===== src/hdl/l2sw_pkg.sv =====
// Package for the learning VLAN switch: field widths, register indexes, mode codes.
// No dependencies.
package l2sw_pkg;

  localparam int unsigned MacW  = 48;
  localparam int unsigned VlanW = 12;
  localparam int unsigned PortW = 2;
  localparam int unsigned CfgIdxW = 3;

  localparam logic [CfgIdxW-1:0] RegPortModes   = 3'd0;
  localparam logic [CfgIdxW-1:0] RegAccessVlans = 3'd1;
  localparam logic [CfgIdxW-1:0] RegTrunk0      = 3'd2;
  localparam logic [CfgIdxW-1:0] RegTrunk3      = 3'd5;

  localparam logic [1:0] ModeAccess = 2'd1;
  localparam logic [1:0] ModeTrunk  = 2'd2;

  // controller -> datapath
  typedef struct packed {
    logic load;       // capture input beat
    logic scan;       // compare current table entry
    logic learn;      // write source entry
    logic finish;     // form result into output register
  } l2sw_cmd_t;

  // datapath -> controller
  typedef struct packed {
    logic scan_last;  // current entry is last of the table
  } l2sw_sts_t;

endpackage


===== src/hdl/l2sw_ctrl.sv =====
// Controller state machine for the learning VLAN switch.
// Depends on l2sw_pkg.
module l2sw_ctrl
  import l2sw_pkg::*;
(
  input  logic      clk_i,
  input  logic      rst_ni,
  input  logic      in_valid_i,
  output logic      in_ready_o,
  input  logic      out_busy_i,
  input  l2sw_sts_t sts_i,
  output l2sw_cmd_t cmd_o
);

  localparam logic [1:0] StIdle  = 2'd0;
  localparam logic [1:0] StScan  = 2'd1;
  localparam logic [1:0] StLearn = 2'd2;
  localparam logic [1:0] StDone  = 2'd3;

  logic [1:0] state_q, state_d;

  always_comb begin
    state_d    = state_q;
    cmd_o      = '0;
    in_ready_o = 1'b0;
    case (state_q)
      StIdle: begin
        in_ready_o = 1'b1;
        if (in_valid_i) begin
          cmd_o.load = 1'b1;
          state_d    = StScan;
        end
      end
      StScan: begin
        cmd_o.scan = 1'b1;
        if (sts_i.scan_last) state_d = StLearn;
      end
      StLearn: begin
        cmd_o.learn = 1'b1;
        state_d     = StDone;
      end
      StDone: begin
        if (!out_busy_i) begin
          cmd_o.finish = 1'b1;
          state_d      = StIdle;
        end
      end
      default: state_d = StIdle;
    endcase
  end

  always_ff @(posedge clk_i or negedge rst_ni) begin
    if (!rst_ni) state_q <= StIdle;
    else state_q <= state_d;
  end

  a_load_idle: assert property (@(posedge clk_i) disable iff (!rst_ni)
    cmd_o.load |-> state_q == StIdle) else $error("load outside idle");
  a_learn_next: assert property (@(posedge clk_i) disable iff (!rst_ni)
    cmd_o.learn |=> state_q == StDone) else $error("learn not followed by done");
  a_finish_free: assert property (@(posedge clk_i) disable iff (!rst_ni)
    cmd_o.finish |-> !out_busy_i) else $error("finish with full output");

endmodule


===== src/hdl/l2sw_dp.sv =====
// Datapath: config registers, MAC table scan, VLAN filter, output register.
// Depends on l2sw_pkg.
module l2sw_dp
  import l2sw_pkg::*;
#(
  parameter int unsigned NumPorts   = 4,
  parameter int unsigned TableDepth = 16
) (
  input  logic              clk_i,
  input  logic              rst_ni,
  input  l2sw_cmd_t         cmd_i,
  output l2sw_sts_t         sts_o,
  input  logic [111:0]      in_data_i,
  input  logic              cfg_valid_i,
  input  logic [CfgIdxW-1:0] cfg_index_i,
  input  logic [47:0]       cfg_data_i,
  output logic              out_valid_o,
  input  logic              out_ready_i,
  output logic [15:0]       out_data_o
);

  localparam int unsigned IdxW = (TableDepth > 1) ? $clog2(TableDepth) : 1;

  logic [7:0]  modes_q;
  logic [47:0] access_q;
  logic [47:0] trunk_q [4];

  logic [TableDepth-1:0] valid_q;
  logic [MacW-1:0]  addr_mem [TableDepth];
  logic [PortW-1:0] port_mem [TableDepth];

  logic [PortW-1:0] ing_q;
  logic [MacW-1:0]  src_q, dst_q;
  logic [VlanW-1:0] vlan_q;
  logic             absent_q;

  logic [IdxW-1:0]  scan_q;
  logic             src_hit_q, dst_hit_q, free_found_q;
  logic [IdxW-1:0]  src_idx_q, free_idx_q;
  logic [PortW-1:0] dst_port_q;

  logic             out_valid_q;
  logic [15:0]      out_q;

  // config writes
  always_ff @(posedge clk_i or negedge rst_ni) begin
    if (!rst_ni) begin
      modes_q  <= '0;
      access_q <= '0;
      for (int k = 0; k < 4; k++) trunk_q[k] <= '0;
    end else if (cfg_valid_i) begin
      if (cfg_index_i == RegPortModes) modes_q <= cfg_data_i[7:0];
      else if (cfg_index_i == RegAccessVlans) access_q <= cfg_data_i;
      else if (cfg_index_i >= RegTrunk0 && cfg_index_i <= RegTrunk3)
        trunk_q[2'(cfg_index_i - RegTrunk0)] <= cfg_data_i;
    end
  end

  // scan one entry a cycle
  logic [MacW-1:0]  e_addr;
  logic [PortW-1:0] e_port;
  logic             e_valid;
  assign e_addr  = addr_mem[scan_q];
  assign e_port  = port_mem[scan_q];
  assign e_valid = valid_q[scan_q];
  assign sts_o.scan_last = (scan_q == IdxW'(TableDepth - 1));

  always_ff @(posedge clk_i or negedge rst_ni) begin
    if (!rst_ni) begin
      valid_q <= '0;
      scan_q  <= '0;
    end else begin
      if (cmd_i.load) scan_q <= '0;
      else if (cmd_i.scan && !sts_o.scan_last) scan_q <= scan_q + 1'b1;
      if (cmd_i.learn && !absent_q && (src_hit_q || free_found_q))
        valid_q[src_hit_q ? src_idx_q : free_idx_q] <= 1'b1;
    end
  end

  always_ff @(posedge clk_i) begin
    if (cmd_i.load) begin
      ing_q        <= in_data_i[1:0];
      src_q        <= in_data_i[49:2];
      dst_q        <= in_data_i[97:50];
      vlan_q       <= in_data_i[98] ? in_data_i[110:99] : '0;
      absent_q     <= ({30'd0, in_data_i[1:0]} >= 32'(NumPorts));
      src_hit_q    <= 1'b0;
      dst_hit_q    <= 1'b0;
      free_found_q <= 1'b0;
    end
    if (cmd_i.scan) begin
      if (e_valid && e_addr == src_q && !src_hit_q) begin
        src_hit_q <= 1'b1;
        src_idx_q <= scan_q;
      end
      if (!e_valid && !free_found_q) begin
        free_found_q <= 1'b1;
        free_idx_q   <= scan_q;
      end
      if (e_valid && e_addr == dst_q && !dst_hit_q) begin
        dst_hit_q  <= 1'b1;
        dst_port_q <= e_port;
      end
    end
    if (cmd_i.learn && !absent_q && (src_hit_q || free_found_q)) begin
      addr_mem[src_hit_q ? src_idx_q : free_idx_q] <= src_q;
      port_mem[src_hit_q ? src_idx_q : free_idx_q] <= ing_q;
      // table was scanned before the write: a destination equal to this
      // source now resolves to the ingress port
      if (dst_q == src_q) begin
        dst_hit_q  <= 1'b1;
        dst_port_q <= ing_q;
      end
    end
  end

  // result
  logic       flood;
  logic [3:0] cand, egr, untag;
  logic [1:0] mode;
  always_comb begin
    flood = (dst_q == {MacW{1'b1}}) || !dst_hit_q;
    cand  = '0;
    egr   = '0;
    untag = '0;
    mode  = '0;
    for (int p = 0; p < NumPorts; p++) begin
      cand[p] = flood ? (PortW'(p) != ing_q) : (dst_port_q == PortW'(p));
      mode = modes_q[2*p +: 2];
      if (cand[p]) begin
        if (mode == ModeAccess && access_q[12*p +: 12] == vlan_q) begin
          egr[p] = 1'b1; untag[p] = 1'b1;
        end else if (mode == ModeTrunk) begin
          for (int k = 0; k < 4; k++)
            if (trunk_q[p][12*k +: 12] != '0 && trunk_q[p][12*k +: 12] == vlan_q)
              egr[p] = 1'b1;
        end
      end
    end
  end

  always_ff @(posedge clk_i or negedge rst_ni) begin
    if (!rst_ni) out_valid_q <= 1'b0;
    else if (cmd_i.finish) out_valid_q <= 1'b1;
    else if (out_ready_i) out_valid_q <= 1'b0;
  end

  logic learn_drop;
  assign learn_drop = !src_hit_q && !free_found_q;

  always_ff @(posedge clk_i) begin
    if (cmd_i.finish) begin
      if (absent_q) out_q <= '0;
      else out_q <= {6'd0, learn_drop, flood, untag, egr};
    end
  end

  assign out_valid_o = out_valid_q;
  assign out_data_o  = out_q;

  a_untag_sub: assert property (@(posedge clk_i) disable iff (!rst_ni)
    out_valid_q |-> (out_q[7:4] & ~out_q[3:0]) == 4'd0) else $error("untag outside egress");
  a_hold: assert property (@(posedge clk_i) disable iff (!rst_ni)
    out_valid_q && !out_ready_i |=> out_valid_q && $stable(out_q)) else $error("result lost");
  a_scan_load: assert property (@(posedge clk_i) disable iff (!rst_ni)
    cmd_i.load |=> scan_q == '0) else $error("scan not restarted");

endmodule


===== src/hdl/l2_mac_learning_vlan_switch_top.sv =====
// Top level of the learning VLAN switch: controller plus datapath.
// Depends on l2sw_pkg, l2sw_ctrl, l2sw_dp.
//
// Use: one frame header is a beat on s_axis (tdata = ingress_port, src,
// dst, is_tagged, tag_vlan from bit 0 up). One result beat leaves on m_axis
// (egress mask, untag mask, flooded, learn_dropped from bit 0 up).
// Configuration is written on cfg_* (index 0 port modes, 1 access VLANs,
// 2..5 trunk member lists) while no header is in flight.
// After acceptance, one entry of the address table is compared per cycle
// against both source and destination, then comes a learn write, then the
// VLAN filter into the output register. A new header is accepted only
// after the result of the previous one is registered and the controller
// is back in idle.
// The output register frees the controller once the result sits there; a
// stalled receiver holds the result and the next header waits in the final
// step until the register empties.
// Reset clears the table valid bits, configuration and the output valid flag.
module l2_mac_learning_vlan_switch_top
  import l2sw_pkg::*;
#(
  parameter int unsigned NUM_PORTS   = 4,
  parameter int unsigned TABLE_DEPTH = 16
) (
  input  logic         clk_i,
  input  logic         rst_ni,
  input  logic         s_axis_tvalid,
  output logic         s_axis_tready,
  // ingress_port[1:0], src_address[49:2], dst_address[97:50],
  // is_tagged[98], tag_vlan[110:99], zero fill
  input  logic [111:0] s_axis_tdata,
  output logic         m_axis_tvalid,
  input  logic         m_axis_tready,
  // egress_mask[3:0], untag_mask[7:4], flooded[8], learn_dropped[9], zero fill
  output logic [15:0]  m_axis_tdata,
  input  logic         cfg_valid_i,
  output logic         cfg_ready_o,
  input  logic [2:0]   cfg_index_i,
  input  logic [47:0]  cfg_data_i
);

  l2sw_cmd_t cmd;
  l2sw_sts_t sts;

  assign cfg_ready_o = 1'b1;

  l2sw_ctrl u_ctrl (
    .clk_i      (clk_i),
    .rst_ni     (rst_ni),
    .in_valid_i (s_axis_tvalid),
    .in_ready_o (s_axis_tready),
    .out_busy_i (m_axis_tvalid && !m_axis_tready),
    .sts_i      (sts),
    .cmd_o      (cmd)
  );

  l2sw_dp #(
    .NumPorts   (NUM_PORTS),
    .TableDepth (TABLE_DEPTH)
  ) u_dp (
    .clk_i       (clk_i),
    .rst_ni      (rst_ni),
    .cmd_i       (cmd),
    .sts_o       (sts),
    .in_data_i   (s_axis_tdata),
    .cfg_valid_i (cfg_valid_i),
    .cfg_index_i (cfg_index_i),
    .cfg_data_i  (cfg_data_i),
    .out_valid_o (m_axis_tvalid),
    .out_ready_i (m_axis_tready),
    .out_data_o  (m_axis_tdata)
  );

endmodule

===== config.mk =====
export PLATFORM = sky130hd
export DESIGN_NAME = l2_mac_learning_vlan_switch_top
export DESIGN_NICKNAME = d
export VERILOG_FILES = /design/src/hdl/l2sw_pkg.sv /design/src/hdl/l2sw_ctrl.sv /design/src/hdl/l2sw_dp.sv /design/src/hdl/l2_mac_learning_vlan_switch_top.sv
export SDC_FILE = /design/constraint.sdc
export NUM_CORES = 1
export LEC_CHECK = 0
export BUFFER_PORTS_ARGS = -buffer_cell sky130_fd_sc_hd__buf_2
export CORE_MARGIN = 3
export CORE_UTILIZATION = 35
export DETAILED_ROUTE_END_ITERATION = 8
export PLACE_DENSITY = 0.61
export SYNTH_ARGS = -nofsm -noshare
export SYNTH_HDL_FRONTEND = slang
export SYNTH_SLANG_ARGS = --single-unit

===== constraint.sdc =====
create_clock -name clk_i -period 5.95 [get_ports clk_i]
set_input_delay 0.8925 -clock clk_i [delete_from_list [all_inputs] [get_ports clk_i]]
set_output_delay 0.8925 -clock clk_i [all_outputs]
set_load 0.005 [all_outputs]

# Yosys cells after proc, flatten, opt, wreduce, memory -nomap -nowiden
# Memory sizes are Yosys's and may differ from the RTL's.
# Index checks and enable logic that the tools add are counted.
[classes]
addsub = 2
order_cmp = 7
n_eq_ne = 46
mux = 72
bitwise_logic = 4
n_reduce_logical = 68
[ops]
columns = ["operator", "count"]
rows = [
  ["== test 12 bit", 20],
  ["bitwise mux 192 bit", 1],
  ["nonzero test 12 bit", 16],
  ["== test 48 bit", 3],
  ["demux 48 bit (select 2 bit)", 1],
  ["2-to-1 mux 1 bit", 56],
  ["== test 48 bit, second input constant", 1],
  ["2-to-1 mux 48 bit", 1],
  ["logical AND 1 bit", 32],
  ["== test 2 bit, second input constant", 8],
  ["bitwise OR 16 bit", 1],
  ["2-to-1 mux 2 bit", 7],
  ["== test 2 x 1 -> 1 bit, second input constant", 6],
  ["2-to-1 mux 4 bit", 3],
  ["< comparator 4 x 5 -> 1 bit, second input constant", 2],
  ["case mux 2 bit (4 select lines)", 1],
  ["logical NOT 1 bit", 6],
  ["AND reduction 2 bit", 3],
  ["AND reduction 3 bit", 2],
  ["nonzero test 2 bit", 3],
  ["adder 4 x 1 -> 4 bit, second input constant", 1],
  ["binary-select mux 1 bit (select 4 bit)", 1],
  ["demux 1 bit (select 4 bit)", 1],
  ["== test 4 bit, second input constant", 1],
  ["other kinds (17)", 22],
]
[totals]
regBits = 404
ram_bits = 800
in_bits = 168
elab_cells = 226
n_memories = 2
[memory_table]
columns = ["name", "words", "word_bits", "read_ports", "rd_clocked_by_memory_dff", "write_ports", "line", "text"]
rows = [
  ["u_dp.addr_mem", 16, 48, 1, 0, 1, "l2sw_dp.sv:29", "logic [MacW-1:0] addr_mem [TableDepth];"],
  ["u_dp.port_mem", 16, 2, 1, 0, 1, "l2sw_dp.sv:30", "logic [PortW-1:0] port_mem [TableDepth];"],
]

# Logic depth before layout (Yosys ltp)
# Gate-level depths: netlist of run 1.
[logic_depth]
word_depth = 8
ltp_mapped = 14
depth_no_buf = 9

# Modules after synthesis
# A second synthesis of run 1 with hierarchy kept.
[hier_totals]
hier_cells = 2931
hier_area_um2 = 50863.8
[by_module_without_submodules]
columns = ["module", "n_inst", "cells_per_inst", "area_per_inst_um2"]
rows = [
  ["l2sw_dp", 1, 2911, 50651.1],
  ["l2sw_ctrl", 1, 17, 187.7],
  ["l2_mac_learning_vlan_switch_top", 1, 3, 25.0],
]

# Worst setup path before layout of run 1
# No wires, ideal clock.
[synth_timing]
path_kind = "input port to flip-flop"
startpoint = "input s_axis_tvalid"
endpoint = "register u_dp.dst_q[0], enable pin"
setup_time_ns = 0.467
arrival_ns = 3.178
setup_slack_ns = 2.305
cell_stages = 2
path_buffers = 0
cell_sequence = "nand2_1 -> inv_1"
[synth_lines]
columns = ["element", "line", "text"]
rows = [
  ["from (decl)", "l2_mac_learning_vlan_switch_top.sv:26", "input logic s_axis_tvalid,"],
  ["to (signal assigned)", "l2sw_dp.sv:84", "dst_q <= in_data_i[97:50];"],
  ["to (decl)", "l2sw_dp.sv:33", "logic [MacW-1:0] src_q, dst_q;"],
]

# Worst setup path in the final report of run 1
[layout_timing]
startpoint = "register u_dp.scan_q[1]"
endpoint = "register u_dp.src_idx_q[1], enable pin"
[layout_via]
elab_chain_cells = 5
word_cells_on_any_way = 7
classes_between = "eq/ne (1); mux (2); reduce/logical (3); memory (1)"
[layout_lines]
columns = ["element", "line", "text"]
rows = [
  ["from (decl)", "l2sw_dp.sv:37", "logic [IdxW-1:0] scan_q;"],
  ["from (signal assigned)", "l2sw_dp.sv:74", "else if (cmd_i.scan && !sts_o.scan_last) scan_q <= scan_q + 1'b1;"],
  ["memory read (16 x 48 bit) / binary-select mux 1 bit (select 4 bit) (equally long branches)", "n/a", ""],
  ["== test 48 bit / 2-to-1 mux 1 bit (equally long branches)", "l2sw_dp.sv:92, l2sw_dp.sv:65", ""],
  ["logical AND 1 bit (*) (2 in a row)", "l2sw_dp.sv:92", "if (e_valid && e_addr == src_q && !src_hit_q) begin"],
  ["AND reduction 2 bit (no source line) (*)", "n/a", ""],
  ["to (signal assigned)", "l2sw_dp.sv:94", "src_idx_q <= scan_q;"],
  ["to (decl)", "l2sw_dp.sv:39", "logic [IdxW-1:0] src_idx_q, free_idx_q;"],
]
# Every way passes the cells marked *; elsewhere a longest branch is shown, timed or not. The select of a mux whose other input is x is not followed.
# A chain may end at the register's enable or synchronous reset.

==> impl_metrics.csv, run 1 <==
group,metric,value,unit
run_status,outcome,"complete, no violations",
pwr,power_density,441,nW/um^2
synthesis,synthArstFlopShare,0.225,
sta,relSlewSlack,0.176,
floorplan,rows,141,
critical_path,ff2ff_path_depth,10,
pwr,p_leak,20.7,nW
route,met2_length,72600,um
cts,cts_tree,"done",
route,vias,29600,
route,routed_via_density,5.49,
sta,worstMarginPinSlew,1.23,ns
synthesis,synth_area,52200,sq um
sta,period_minus_slack,4.94,ns
critical_path,cp_max_fo,49,
placement,place.gp.congestion,1.00,
critical_path,critical_path_class,"reg -> reg",
layout,num-fill-cells,13500,
pwr,ir_worst_vdd,270,uV
synthesis,ys_seq_area_frac,0.666,
critical_path,start_kind,"flip-flop",
route,top_layer,"met5",
layout,synthToLayoutAreaGrowth,14.9,%
floorplan,die_area,154000,sq um
sta,final.setup.tns,0,ns
cts,cts_resized,0,
route,wl_met1,65800,um
route,dr_wl_met3,9420,um
cts,clk_pin_slew,0.06,ns
sta,skew,0.0312,ns
cts,cts_made_buffers,131,
critical_path,cp.arrival,5.37,ns
global_route,grt_overflow,0,
synthesis,yosys-top-cells-area,"edfxtp_1, dfrtp_1, mux4_2",
floorplan,die_h,392,um
sta,setup_viol,0,
floorplan,start_util,0.353,
sta,rsz0062_at_grt,"no",
global_route,antenna_found_initial,4,
synthesis,synth_common_cells,"edfxtp_1, dfrtp_1, mux2_2, xor2_1, mux4_2",
placement,dp_slack,1.13,ns
synthesis,yosys.area.top_type,"edfxtp_1",
placement,post-dp-hpwl,99100,um
floorplan,io_pins,187,
route,wl,152000,um
critical_path,crit_path_end_kind,"flip-flop",
sta,slew_violations,0,
cts,cts-root-buf,"clkbuf_16",
cts,htree_levels,4,
critical_path,ff2ff_setup_slack,1.01,ns
route,wl_per_cell,28.2,um
synthesis,synth_edf_count,928,
global_route,grt_pass1_vias,29700,
layout,finish.net_count,3544,
route,drt_pass1_iterations,7,
cts,clock_latency,0.75,ns
route,final_antenna_net_count,0,
synthesis,synth_top_area_share,0.534,
critical_path,crit_required,6.39,ns
synthesis,yosysWarnings,0,
sta,hold_violations,0,
synthesis,yosysMostFrequentCell,"edfxtp_1",
floorplan,core,148000,sq um
synthesis,synth_ff_type,"edfxtp_1",
floorplan,die_w,392,um
critical_path,reg2reg_from,"u_dp.scan_q[1]$_DFFE_PN0P_",
global_route,grt_max_degree,118,
critical_path,r2r_end,"u_dp.src_idx_q[1]$_DFFE_PP_",
synthesis,syn-instance-count,3126,
cts,clockBufferDepth,3,
layout,drive_gt1_frac,0.276,
worst_hold_path,hold_path.class,"in -> async",
synthesis,syn_avg_cell_area,16.7,sq um
job,maxCapViolCount,0,
global_route,grt_pass1_wl,218000,um
global_route,grt_usage,0.197,
synthesis,ys_ff_latch,1204,
cts,clkSinkCount,1204,
cts,cts_hold_buf,0,
synthesis,yosysUniqueCellTypes,81,
cts,cts_setup_buffers,0,
route,drc,0,
sta,setup_ws,1.01,ns
placement,port_buffers,178,
sta,max_freq,203,MHz
route,drt_iter0_drc,2841,
sta,post-route-period-util,0.830,
==> critical path, cell delays in order (launching register included) <==
cell and delay [ns]:
dfrtp_4 0.99, buf_12 0.38, mux4_2 0.55, mux2i_1 0.68
mux2i_1 0.20, xnor2_1 0.19, nand2_1 0.12, nor4_1 0.51
nand4_1 0.18, nor4_2 0.51, buf_4 0.24
==> sequential cells by signal, indices dropped and copies added, names as in the netlist, 4 cells and up <==
| signal | flops |
|---|---|
| u_dp.addr_mem | 768 |
| u_dp.trunk_q | 192 |
| u_dp.access_q | 48 |
| u_dp.dst_q | 48 |
| u_dp.src_q | 48 |
| u_dp.port_mem | 32 |
| u_dp.valid_q | 16 |
| u_dp.vlan_q | 12 |
| u_dp.out_data_o | 10 |
| u_dp.modes_q | 8 |
| u_dp.free_idx_q | 4 |
| u_dp.scan_q | 4 |
| u_dp.src_idx_q | 4 |
==> where the power goes <==
| part | internal, mW | total (mW) | switching, mW |
|---|---|---|---|
| registers | 10.1 | 11.2 | 1.06 |
| logic | 2.98 | 7.05 | 4.07 |
| clock network | 4.90 | 8.24 | 3.34 |
| total | 18.0 | 26.4 | 8.48 |
==> layout make-up <==
cell class / instances / area (sq um) / share of cell area
tap: 1930 / 2410 / 0.0403
sequential: 1204 / 34800 / 0.580
antenna: 2 / 5.00 / 0.0000835
multi-input combinational: 1721 / 16500 / 0.275
inverter: 36 / 141 / 0.00236
timing repair buffer: 277 / 1760 / 0.0293
clock inverter: 72 / 852 / 0.0142
clock buffer: 159 / 3500 / 0.0583
==> cell usage in the layout (no fill, tap or decap), types with 34 or more instances in the layout <==
cell type	count
buf_4	90
a21oi_1	34
mux2i_1	165
dfrtp_1	267
xor2_1	210
clkbuf_16	134
edfxtp_1	928
nand3_1	44
mux2_2	259
nor2_1	43
nand4_1	59
xnor2_1	152
nand2_1	100
mux4_2	180
nor4_1	95
buf_2	177
==> cell families after synthesis <==
kind of cell,Yosys count,synth area share
and+or+nand+nor,498,0.0516
DFF,1204,0.666
adders and majority gates,5,0.00120
buffers and inverters,206,0.0203
other,2,0.000144
AOI/OAI and AO/OA,242,0.0332
muxes,607,0.167
xor gates and xnor gates,362,0.0608
==> worst max path at each step <==
stage,startpoint,endpoint,slack (ns),cells after the start
floorplan,s_axis_tvalid,u_dp.dst_q[0]$_DFFE_PP_,2.30,2
global placement,u_dp.scan_q[1]$_DFFE_PN0P_,u_dp.src_idx_q[1]$_DFFE_PP_,1.11,9
detailed placement,u_dp.scan_q[1]$_DFFE_PN0P_,u_dp.src_idx_q[1]$_DFFE_PP_,1.13,9
CTS,u_dp.scan_q[1]$_DFFE_PN0P_,u_dp.src_idx_q[1]$_DFFE_PP_,1.10,11
global route,u_dp.scan_q[1]$_DFFE_PN0P_,u_dp.src_idx_q[1]$_DFFE_PP_,0.93,11
finish,u_dp.scan_q[1]$_DFFE_PN0P_,u_dp.src_idx_q[1]$_DFFE_PP_,1.01,10
==> per-layer routing <==
layer / vias to the layer above / track usage
li1: 12700 / -
met1: 15600 / 0.271
met4: 4 / 0.0576
met2: 1074 / 0.320
met5: - / 0
met3: 232 / 0.0356
==> per-stage QoR <==
step | hold WS (ns) | cells | util | power [mW] | instance area (sq um)
2_1_floorplan | 0.434 | 3131 | - | 15.7 | 52200
3_3_place_gp | 0.447 | 5168 | 0.376 | 18.3 | 55600
3_5_place_dp | 0.450 | 5168 | 0.376 | 18.3 | 55600
4_1_cts | 0.257 | 5399 | 0.405 | 26.6 | 59900
5_1_grt | 0.272 | 5401 | 0.405 | 27.5 | 59900
6_report | 0.258 | 5401 | 0.405 | 26.4 | 59900
No activity file was read; power rests on OpenSTA's default activity.
==> inputs of run 2 (changes only) <==
clock period = 4.61 ns   (was 5.95 ns; I/O delays follow)
==> run 2 against run 1 <==
- count of clock-buffer cells in the layout grew 15
- combinational power grew 37%
- sequential power grew 28%
- non-clock buffer count grew 76
- die area is the same
- highest routed layer unchanged
- clock power grew 26%
- sequential cell count is the same
- largest cell class unchanged
- total power grew 30%
- hold slack lost 0.16 ns
- routed wire length grew 2.4%
==> impl_metrics.csv, run 2 (synthesis gave the netlist of run 1 again) <==
group,metric,value,unit
layout,synthToLayoutAreaGrowth,16.2,%
placement,post-dp-hpwl,105000,um
layout,layoutNonFillerInstCount,5493,
floorplan,die_area,154000,sq um
global_route,grt_pass1_wl,222000,um
layout,final_core_util,0.410,
layout,regMostFlops,"u_dp.addr_mem",
global_route,grt_overflow,0,
critical_path,crit_path_end_kind,"flip-flop",
global_route,grt_usage,0.201,
cts,clockBufferDepth,3,
critical_path,crit_required,5.23,ns
floorplan,core,148000,sq um
layout,final_cell_mix,"edfxtp_1, dfrtp_1, mux2_2",
route,wl,156000,um
floorplan,rows,141,
global_route,grt_max_degree,103,
critical_path,start_kind,"flip-flop",
route,drt_iter0_drc,2917,
global_route,grt_pass1_vias,30100,
sta,relSlewSlack,0.235,
critical_path,cp_max_fo,20,
layout,finish.net_count,3622,
route,vias,30200,
cts,htree_levels,4,
layout,final_common_cell,"edfxtp_1",
pwr,power_frac_comb,0.280,
floorplan,die_h,392,um
sta,max_freq,232,MHz
layout,top_regs,"u_dp.addr_mem: 768 flops, u_dp.trunk_q: 192 flops",
sta,hold_violations,0,
route,final_antenna_net_count,0,
run_status,outcome,"complete, no violations",
sta,slew_violations,0,
sta,setup_viol,0,
sta,rsz0062_at_grt,"no",
placement,port_buffers,178,
layout,largest_reg_flops,768,
pwr,ir_worst_vdd,428,uV
cts,cts_tree,"done",
floorplan,start_util,0.353,
critical_path,critical_path_buf_inv_count,1,
critical_path,cp_cell_sequence,"buf_12 -> nor2b_1 -> a22oi_1 -> and4_1 -> a311oi_1 -> o2111a_1 -> nand4_1 -> or4_1 -> o21ai_0 -> a31oi_1",
layout,num-fill-cells,13300,
sta,whs,0.0991,ns
sta,period_minus_slack,4.30,ns
global_route,antenna_found_initial,14,
critical_path,slowest_delay,0.88,ns
job,maxCapViolCount,0,
route,drc,0,
pwr,power_density,568,nW/um^2
route,routed_via_density,5.51,
sta,skew,0.0400,ns
route,wl_per_cell,28.4,um
placement,dp_cells,5243,
critical_path,ff2ff_path_depth,10,
pwr,clkPwrFrac,0.303,
sta,final.setup.tns,0,ns
layout,drive_gt1_frac,0.290,
worst_hold_path,hold_path.class,"in -> reg",
cts,cts_made_buffers,133,
critical_path,cp.arrival,4.92,ns
pwr,swShare,0.327,
cts,clkSinkCount,1204,
cts,clock_latency,0.76,ns
critical_path,critical_path_class,"reg -> reg",
pwr,seqPwrFrac,0.416,
worst_hold_path,holdPathStages,1,
floorplan,io_pins,187,
critical_path,crit_slowest_cell,"nor2b_1",
critical_path,crit_cells,10,
pwr,p_sw,11.3,mW
placement,place.gp.congestion,0.995,
cts,cts-root-buf,"clkbuf_16",
cts,clk_pin_slew,0.06,ns
floorplan,die_w,392,um
sta,post-route-period-util,0.934,
placement,dp_slack,0.414,ns
sta,setup_ws,0.306,ns
route,drt_pass1_iterations,7,
pwr,p_leak,21.1,nW
pwr,internal_power,23.2,mW
critical_path,cp_top_family,"simple AND/OR/NAND/NOR gates",
sta,worstMarginPinSlew,1.15,ns
## run 2: cell types whose count changed in the layout (fill, tap and decap cells not counted), sizes merged, moves of 3 or more
cell,before,now
buf,277,352
bufinv,16,8
clkinvlp,7,2
diode,2,6
clkinv,44,57
clkbuf,159,174
inv,41,38
## run 2: path summary, 6_finish.rpt
kind	startpoint	end	slack [ns]
setup / recovery	u_dp.scan_q[0]$_DFFE_PN0P_	u_dp.dst_port_q[0]$_DFF_P_	0.31
hold / removal	s_axis_tdata[90]	u_dp.dst_q[40]$_DFFE_PP_	0.1
setup reg to reg	u_dp.scan_q[0]$_DFFE_PN0P_	u_dp.dst_port_q[0]$_DFF_P_	0.31
hold reg to reg	u_dp.valid_q[12]$_DFFE_PN0P_	u_dp.valid_q[12]$_DFFE_PN0P_	0.46
max in group asynchronous	rst_ni	u_dp.access_q[12]$_DFFE_PN0P_	2.81
min in group asynchronous	rst_ni	u_dp.trunk_q[46]$_DFFE_PN0P_	0.60
## run 2: through the flow
stage	total power, mW	area [sq um]
final	34.4	60600
after global routing	35.7	60600
after CTS	34.6	60600
after detailed placement	24.1	56300
after global placement	24.0	56300
after floorplan	20.3	52200
## run 2: what timing repair did
item,CTS,global route
setup buffers,0,0
hold endpoints to repair,35,0
endpoints found under the setup margin,0,0
hold buffers,1,0
gates resized for setup,0,0
## run 2: power groups by stage
stage	sequential [mW]	combinational, mW	clock [mW]
after floorplan	13.9	6.35	0
after global placement	14.5	9.54	0
after detailed placement	14.5	9.58	0
after CTS	14.3	9.62	10.7
after global routing	14.4	10.2	11.1
final	14.3	9.65	10.4
## run 2: worst register-to-register path: cells and delay by family (launching register included)
family                 cells  cell delay (ns)
AOI/OAI and AO/OA          5             1.29
DFF                        1             0.63
and+or+nand+nor            4             2.01
buffers and inverters      1             0.24
## run 2: layout make-up
class,instances,area [sq um],area share
flip-flops and latches,1204,34800,0.573
multi-input cells,1721,16500,0.272
clock buffers,174,3540,0.0584
repair buffers,353,2440,0.0403
well taps,1930,2410,0.0398
clock inverters,69,785,0.0129
inverters,36,141,0.00233
diodes,6,15.0,0.000248
## run 2: layer usage
| metal | track usage | share of wire | vias up |
|---|---|---|---|
| li1 | - | - | 12900 |
| met5 | 0 | 0.000083 | - |
| met1 | 0.279 | 0.44 | 16000 |
| met4 | 0.0565 | 0.025 | 2 |
| met2 | 0.327 | 0.48 | 1126 |
| met3 | 0.0327 | 0.060 | 223 |
